### src/dqpi_pkg.sv
`timescale 1ns / 1ps

package dqpi_pkg;

  localparam int DATA_W  = 32;
  localparam int GAIN_W  = 31;
  localparam int ERR_W   = DATA_W + 1;
  localparam int MUL_W   = 33;
  localparam int PROD_W  = 64;
  localparam int PTERM_W = PROD_W - 16;
  localparam int SUM_W   = PTERM_W + 1;
  localparam int IDX_W   = 3;

  typedef logic signed [DATA_W-1:0]  q16_t;
  typedef logic signed [ERR_W-1:0]   err_t;
  typedef logic        [GAIN_W-1:0]  gain_t;
  typedef logic signed [MUL_W-1:0]   mul_op_t;
  typedef logic signed [PROD_W-1:0]  prod_t;
  typedef logic signed [PTERM_W-1:0] pterm_t;

  localparam logic [IDX_W-1:0] REG_PROP_GAIN     = 3'd0;
  localparam logic [IDX_W-1:0] REG_INTEG_GAIN    = 3'd1;
  localparam logic [IDX_W-1:0] REG_SAMPLE_PERIOD = 3'd2;
  localparam logic [IDX_W-1:0] REG_VOLT_LIMIT    = 3'd3;
  localparam logic [IDX_W-1:0] REG_Q_CURRENT_REF = 3'd4;

  localparam gain_t               PROP_GAIN_RST     = 31'd65536;
  localparam gain_t               INTEG_GAIN_RST    = 31'd0;
  localparam logic [DATA_W-1:0]   SAMPLE_PERIOD_RST = 32'd429497;
  localparam gain_t               VOLT_LIMIT_RST    = 31'h7FFF_FFFF;
  localparam q16_t                Q_CURRENT_REF_RST = 32'sd0;

endpackage

### src/dqpi_mul.sv
`timescale 1ns / 1ps

module dqpi_mul (
  input  logic              clk,
  input  dqpi_pkg::mul_op_t a,
  input  dqpi_pkg::mul_op_t b,
  output dqpi_pkg::prod_t   p
);

  logic signed [2*dqpi_pkg::MUL_W-1:0] full;

  assign full = a * b;

  always_ff @(posedge clk) begin
    p <= full[dqpi_pkg::PROD_W-1:0];
  end

endmodule

### config.mk
export PLATFORM = sky130hd
export DESIGN_NAME = dqpi_mul
export DESIGN_NICKNAME = d
export VERILOG_FILES = /design/src/dqpi_pkg.sv /design/src/dqpi_mul.sv
export SDC_FILE = /design/constraint.sdc
export NUM_CORES = 2
export LEC_CHECK = 0
export BUFFER_PORTS_ARGS = -buffer_cell sky130_fd_sc_hd__buf_2
export CORE_MARGIN = 2
export CORE_UTILIZATION = 60
export CTS_BUF_LIST = sky130_fd_sc_hd__clkbuf_2
export DETAILED_ROUTE_END_ITERATION = 10
export HOLD_SLACK_MARGIN = 0.03
export PLACE_DENSITY = 0.77
export SLEW_MARGIN = 20
export SYNTH_ARGS = -nofsm -noshare
export SYNTH_HDL_FRONTEND = slang
export SYNTH_SLANG_ARGS = --single-unit
### constraint.sdc
create_clock -name clk -period 20.8 [get_ports clk]
set_input_delay 1.04 -clock clk [delete_from_list [all_inputs] [get_ports clk]]
set_output_delay 1.04 -clock clk [all_outputs]
set_load 0.03 [all_outputs]
==> results.cfg <==
[outcome]
status = finished clean

[synth]
syn_area_mm2 = 0.0395
netlist_top_cells_count = fa_1, inv_1, and2_1
synthAdderAreaFrac = 0.637
synthSimpleGateAreaFrac = 0.157
synth.distinct_cells = 57
synth-edff-count = 0
synth_compound_area_frac = 0.0325
yosys.area.top_type_share = 0.570
ys_seq_area_frac = 0.0324
ys.flop_type = dfxtp_1
async_reset_ff_frac = 0
synth.mux.area_fraction = 0.000253
syn_inst = 4207
synth_seq_cells = 64
synth_warnings = 0
synth_xor_xnor_area_share = 0.0168
synth_most_common_cell = fa_1
synth_top_cell_by_area = fa_1
synth_top_family_by_area = adder cells
synth.area.top_cells = fa_1, inv_1, and2_1, ha_1, nand2_1
post_synth.cell_area_avg_um2 = 9.40
syn-num-nets = 5611

[drt]
wl_met2_um = 52100
wl_met3_um = 6820
wire_per_inst_um = 20.3
drt_iter0_drc = 1811
met1_length_um = 35300
dr.max_layer_used = met4
drt_pass1_iterations = 6
totalWireLength_um = 101000
drc = 0
via_per_inst = 5.60
final_antenna_net_count = 0
num_vias = 28013

[cells_and_area]
finalNetCount = 5532
drive_gt1_frac = 0.0375
area_growth_pct = 2.64
largestRegisters = p: 64 flops
largest_reg_flops = 64
fillers = 5442
multi_input_area_mm2 = 0.0334
regMostFlops = p
seq_area_mm2 = 0.00128

[die]
chipHeight_um = 261
die_x_um = 261
rows = 94
core_mm2 = 0.0655
ios = 131
start_util = 0.604
die_area_mm2 = 0.0680

[cts]
cts.path.max_buffers = 2
cts.sinks = 64
cts-resized-gates = 0
root_buffer = clkbuf_2
hold_buffers = 0
cts_max_level = 3
post_cts_buffers = 0
cts_tree = yes
cts_made_buffers = 9
clk_pin_slew_ns = 0.24

[global_route]
grt_pass1_vias = 31621
grt_pass1_wl_um = 167000
grt_overflow = 0
grt_max_degree = 35
grt_use_total = 0.320
antenna_found_initial = 4

[worst_setup_path]
cp-endpoint = p[60]$_DFF_P_
setup.worst_path.class = input port to flop
cp.arrival_ns = 9.30
setup.worst_path.end_class = flop
start_kind = input port
cp-startpoint = b[3]
worstPathRequired_ns = 21.32
path_max_fanout = 33

[timing]
report.final.slew_viol_count = 0
min_period_ns = 8.78
period_share = 0.422
worst_pin_slew_ns = 1.08
setup_violations = 0
rsz0062_at_grt = no
max_clock_freq_mhz = 114
worst_slack_ns = 12.02
maxSlewHeadroom = 0.276
tns_ns = 0
hold_violations = 0

[placement]
place.port_buffers = 130
place_ws_ns = 11.47
place_congestion = 0.958
place_hpwl_um = 82300

[run]
maxCapViolations = 0

[min_path]
hp-class = input port to flop
critical path, cell delays in order:
cell      delay [ns]
buf_2           0.53
nand2_1         0.19
inv_1           0.17
fa_1            0.46
fa_1            0.51
fa_1            0.85
inv_1           0.22
fa_1            0.78
inv_1           0.33
fa_1            0.54
fa_1            0.50
fa_1            0.49
inv_1           0.05
fa_1            0.47
inv_1           0.04
ha_1            0.41
nand3_1         0.17
nor4_1          0.47
nand3_1         0.14
o211ai_1        0.38
a211o_1         0.28
nand4_1         0.13
o311ai_2        0.08
metrics by stage:
step	utilization	cell area (µm²)	std cells	hold WS (ns)
floorplan	-	39500	4207	1.17
global placement	0.618	40500	4981	1.47
detailed placement	0.618	40500	4981	1.47
CTS	0.619	40600	4997	0.875
global route	0.619	40600	4998	0.901
finish	0.620	40600	5000	0.937
layer usage:
metal,up-vias,GRT usage
met1,14667,0.380
met4,0,0.191
met2,1198,0.556
met5,-,0
met3,390,0.0442
li1,11758,-
cell families (layout without fill, tap and decap cells):
| kind of cell | after synthesis | after routing |
|---|---|---|
| muxes | 1 | 1 |
| other | 0 | 3 |
| and+or+nand+nor | 1221 | 1221 |
| DFF | 64 | 64 |
| buffers and inverters | 1308 | 1234 |
| AOI/OAI and AO/OA | 200 | 200 |
| adders and majority gates | 1337 | 1337 |
| xor gates and xnor gates | 76 | 76 |
worst min path at each step:
stage / from / end / cells past startpoint
after floorplan: a[0] / p[0]$_DFF_P_ / 1
after global placement: p[6]$_DFF_P_ / p[6] / 1
after detailed placement: p[29]$_DFF_P_ / p[29] / 1
after CTS: b[0] / p[0]$_DFF_P_ / 2
after global routing: b[0] / p[0]$_DFF_P_ / 2
final: b[0] / p[0]$_DFF_P_ / 2
final cells by class:
| type | count | share of cell area |
|---|---|---|
| Multi-Input combinational cell | 2835 | 0.822 |
| Inverter | 1086 | 0.100 |
| Sequential cell | 64 | 0.0316 |
| Tap cell | 864 | 0.0266 |
| Timing Repair Buffer | 132 | 0.0164 |
| Clock inverter | 7 | 0.00191 |
| Clock buffer | 9 | 0.00111 |
| Antenna cell | 3 | 0.000185 |
cells in the final DEF, fill, tap and decap left out, drive strengths merged, types with 12 or more instances in the layout:
cell type / synthesis / final
fa: 1125 / 1125
inv: 1086 / 1089
buf: 0 / 132
nand4: 12 / 12
xor2: 21 / 21
xnor2: 55 / 55
nor2: 18 / 18
nand3: 18 / 18
nand2: 547 / 547
dfxtp: 64 / 64
o21a: 18 / 18
a21o: 18 / 18
a21oi: 70 / 70
ha: 212 / 212
nor2b: 32 / 32
and2: 548 / 548
nor3: 12 / 12
o21ai: 36 / 36
Power is not shown: default switching activity piles up to over one toggle a cycle in this logic, so the estimate is an artifact.
