[config.mk]
export PLATFORM = sky130hd
export DESIGN_NAME = dqpi_clamp
export DESIGN_NICKNAME = d
export VERILOG_FILES = /design/src/dqpi_pkg.sv /design/src/dqpi_clamp.sv
export SDC_FILE = /design/constraint.sdc
export NUM_CORES = 1
export LEC_CHECK = 0
export ABC_AREA = 1
export BUFFER_PORTS_ARGS = -buffer_cell sky130_fd_sc_hd__buf_2
export CAP_MARGIN = 15
export CORE_MARGIN = 5
export CORE_UTILIZATION = 30
export DETAILED_ROUTE_END_ITERATION = 7
export PLACE_DENSITY = 0.5
export REMOVE_ABC_BUFFERS = 1
export SYNTH_ARGS = -nofsm -noshare
export SYNTH_HDL_FRONTEND = slang
export SYNTH_SLANG_ARGS = --single-unit
[constraint.sdc]
create_clock -name vclk -period 6.2
set_input_delay 0.62 -clock vclk [all_inputs]
set_output_delay 0.62 -clock vclk [all_outputs]
set_load 0.01 [all_outputs]
[src/dqpi_pkg.sv]
`timescale 1ns / 1ps

package dqpi_pkg;

  localparam int DATA_W  = 32;
  localparam int GAIN_W  = 31;
  localparam int ERR_W   = DATA_W + 1;
  localparam int MUL_W   = 33;
  localparam int PROD_W  = 64;
  localparam int PTERM_W = PROD_W - 16;
  localparam int SUM_W   = PTERM_W + 1;
  localparam int IDX_W   = 3;

  typedef logic signed [DATA_W-1:0]  q16_t;
  typedef logic signed [ERR_W-1:0]   err_t;
  typedef logic        [GAIN_W-1:0]  gain_t;
  typedef logic signed [MUL_W-1:0]   mul_op_t;
  typedef logic signed [PROD_W-1:0]  prod_t;
  typedef logic signed [PTERM_W-1:0] pterm_t;

  localparam logic [IDX_W-1:0] REG_PROP_GAIN     = 3'd0;
  localparam logic [IDX_W-1:0] REG_INTEG_GAIN    = 3'd1;
  localparam logic [IDX_W-1:0] REG_SAMPLE_PERIOD = 3'd2;
  localparam logic [IDX_W-1:0] REG_VOLT_LIMIT    = 3'd3;
  localparam logic [IDX_W-1:0] REG_Q_CURRENT_REF = 3'd4;

  localparam gain_t               PROP_GAIN_RST     = 31'd65536;
  localparam gain_t               INTEG_GAIN_RST    = 31'd0;
  localparam logic [DATA_W-1:0]   SAMPLE_PERIOD_RST = 32'd429497;
  localparam gain_t               VOLT_LIMIT_RST    = 31'h7FFF_FFFF;
  localparam q16_t                Q_CURRENT_REF_RST = 32'sd0;

endpackage

[src/dqpi_clamp.sv]
`timescale 1ns / 1ps

module dqpi_clamp (
  input  dqpi_pkg::pterm_t a,
  input  dqpi_pkg::q16_t   b,
  input  dqpi_pkg::gain_t  lim,
  output dqpi_pkg::q16_t   y
);

  logic signed [dqpi_pkg::SUM_W-1:0] sum;
  logic signed [dqpi_pkg::SUM_W-1:0] pos_lim;
  logic signed [dqpi_pkg::SUM_W-1:0] neg_lim;

  always_comb begin
    sum     = {a[dqpi_pkg::PTERM_W-1], a}
            + {{(dqpi_pkg::SUM_W-dqpi_pkg::DATA_W){b[dqpi_pkg::DATA_W-1]}}, b};
    pos_lim = {{(dqpi_pkg::SUM_W-dqpi_pkg::GAIN_W){1'b0}}, lim};
    neg_lim = -pos_lim;
    if (sum > pos_lim) begin
      y = pos_lim[dqpi_pkg::DATA_W-1:0];
    end else if (sum < neg_lim) begin
      y = neg_lim[dqpi_pkg::DATA_W-1:0];
    end else begin
      y = sum[dqpi_pkg::DATA_W-1:0];
    end
  end

endmodule

==> impl_metrics.toml <==
[status]
status = "finished clean"

[timing]
timing_hold_violations_final = 0
whs_ns = 1.541
drv_slew = 0
min_period_ns = 5.768
setup_tns_ns = 0
finalCritPeriodShare = 0.9303
setup-violations-final = 0
rsz0062_at_grt = "no"
slew_headroom = 0.5303
worst_slew_pin_slew_ns = 0.6957
fmax_ghz = 0.1734

[routing]
wire_per_inst_um = 16.79
drt_iter0_drc = 637
viasPerCell = 4.944
wirelength_um = 31030
dr.pass1.iters = 6
drt_drc_violations_left = 0
drtAntennaViolNets = 0
num_vias = 9136

[global_routing]
first_global_vias = 8769
grt_usage = 0.2079
antenna_found_initial = 0
gr-total-overflow = 0
grt_max_degree = 20
grt_first_pass_wirelength_um = 47170

[layout]
register_area_sq_um = 0
nFlopsAndLatches = 0
clkbuf_count = 0
final_common_cell = "nand2_1"
drive_gt1_frac = 0.1588
n_antenna_cell = 0
multi_input_area_sq_um = 6571
num-fill-cells = 2935
utilization = 0.3457
area_growth_pct = 14.79
finalNetCount = 1757
stdcell_count = 1848
final_cell_mix = "nand2_1 (393), inv_1 (191), nor2_1 (161)"

[setup_path]
endpoint_kind = "output port"
cp_max_fo = 18
arrival_ns = 5.15
crit_type = "primary input to output port"
cp-start-kind = "primary input"
cp.required_ns = 5.58

[pwr]
vdd_ir_drop_max_mv = 0.05088
power.leakage_nw = 4.730
power.density_nw_per_um2 = 127.5

[yosys]
synthTopCellsByArea = "ha_1 (21%), nand2_1 (20%), inv_1 (9.5%)"
synthMuxAreaShare = 0
synth_top_area_cell = "ha_1"
yosys_warnings = 0
post_synth_instance_area_sq_um = 7518
ys_seq_area_frac = 0
synth_compound_gate_area_share = 0.1355
syn_area_per_cell_sq_um = 5.452
synth_xor_area_frac = 0.06407
synth_top_family_by_area = "simple AND/OR/NAND/NOR gates"
synthAdderAreaFrac = 0.2107
synth_top_area_frac = 0.2080
synth-simple-area-share = 0.4596
netlist_instances = 1379
synth_cell_type_count = 45

[die]
fp.dieH_um = 168.3
core_sq_um = 24960
initial_core_util = 0.3012
io_pins = 143
fp.dieW_um = 168.3
rows = 58
die_area_sq_um = 28330

[placement]
gp_congestion = 0.9447
port_buffers = 143
dpl.cell_count = 1848
dpl.hpwl_um = 28100

[job]
drv_cap = 0

[hold_path]
hold-path-endpoint = "y[23]"
hp-class = "primary input to output port"
worstHoldStart = "lim[23]"
hold_path_depth = 4

[clock_tree]
hold_buffers = 0
==> metrics by stage <==
step | power, mW | setup slack [ns] | instance area (sq um)
after floorplan | 0.6959 | 0.8585 | 7373
after global routing | 1.232 | 0.1138 | 8631
after global placement | 1.088 | 0.1362 | 8600
after detailed placement | 1.087 | 0.07007 | 8600
after CTS | 1.093 | 0.07115 | 8600
final | 1.100 | 0.4321 | 8631
==> routing by layer <==
metal	global-route usage	up-vias	routed length (um)
met4	0.03529	0	724
met1	0.2902	4037	14390
met3	0.008687	41	1715
met5	0	-	0
met2	0.3606	281	14200
li1	-	4777	-
==> layout make-up <==
cell class / instances / area share
repair buffers: 156 / 0.09423
well taps: 330 / 0.04784
multi-input cells: 1140 / 0.7614
inverters: 222 / 0.09655
==> where the power goes <==
group          switching [mW]  internal, mW
Sequential                  0             0
Clock                       0             0
Combinational           0.724         0.376
==> cell usage after synthesis, drive strengths merged (4+ instances only) <==
| cell type | n |
|---|---|
| a211oi | 5 |
| nor2 | 177 |
| a21oi | 93 |
| inv | 219 |
| nor3 | 24 |
| xor2 | 49 |
| ha | 125 |
| nand3 | 127 |
| nand4 | 37 |
| o21bai | 12 |
| xnor2 | 6 |
| a21o | 4 |
| buf | 16 |
| o21ai | 53 |
| o21a | 5 |
| nand2 | 403 |
==> logic make-up (layout without fill, tap and decap cells) <==
| family | after synthesis | after routing |
|---|---|---|
| AO/OA/AOI/OAI | 183 | 183 |
| XOR/XNOR | 55 | 55 |
| adder cells (fa/ha/maj) | 126 | 126 |
| buffers and inverters | 239 | 378 |
| AND/OR/NAND/NOR | 776 | 776 |
==> repair_timing <==
item                                    in CTS  in global routing
endpoints found under the setup margin       0                 32
buffers inserted                             0                  0
gates resized for setup                      0                  7
==> worst max-delay path by stage <==
stage	cells past startpoint	startpoint	endpoint	slack [ns]
2_1_floorplan	25	lim[0]	y[31]	0.86
3_3_place_gp	25	a[0]	y[31]	0.14
3_5_place_dp	25	b[0]	y[31]	0.07
4_1_cts	25	b[0]	y[31]	0.07
5_1_grt	31	lim[0]	y[11]	0.11
6_report	27	a[0]	y[20]	0.43
==> worst max-delay path, cell delays in order <==
cell and delay [ns]:
buf_2 0.08, ha_1 0.24, inv_1 0.08, fa_1 0.45
o21bai_2 0.26, nand2_1 0.08, nand3_1 0.18, nand2_1 0.07
nand2_1 0.13, xor2_1 0.48, ha_1 0.25, nand2_1 0.05
inv_1 0.06, nand3_1 0.08, or2_2 0.29, o311ai_1 0.46
nand4_1 0.14, nor2_1 0.21, nor2_4 0.06, nand3_2 0.10
nand2_2 0.05, nand2_1 0.10, buf_4 0.26, nand2_1 0.08
nand3_1 0.08, nand2_1 0.06, buf_2 0.14
Note: power is estimated with default switching activity, not from simulation.
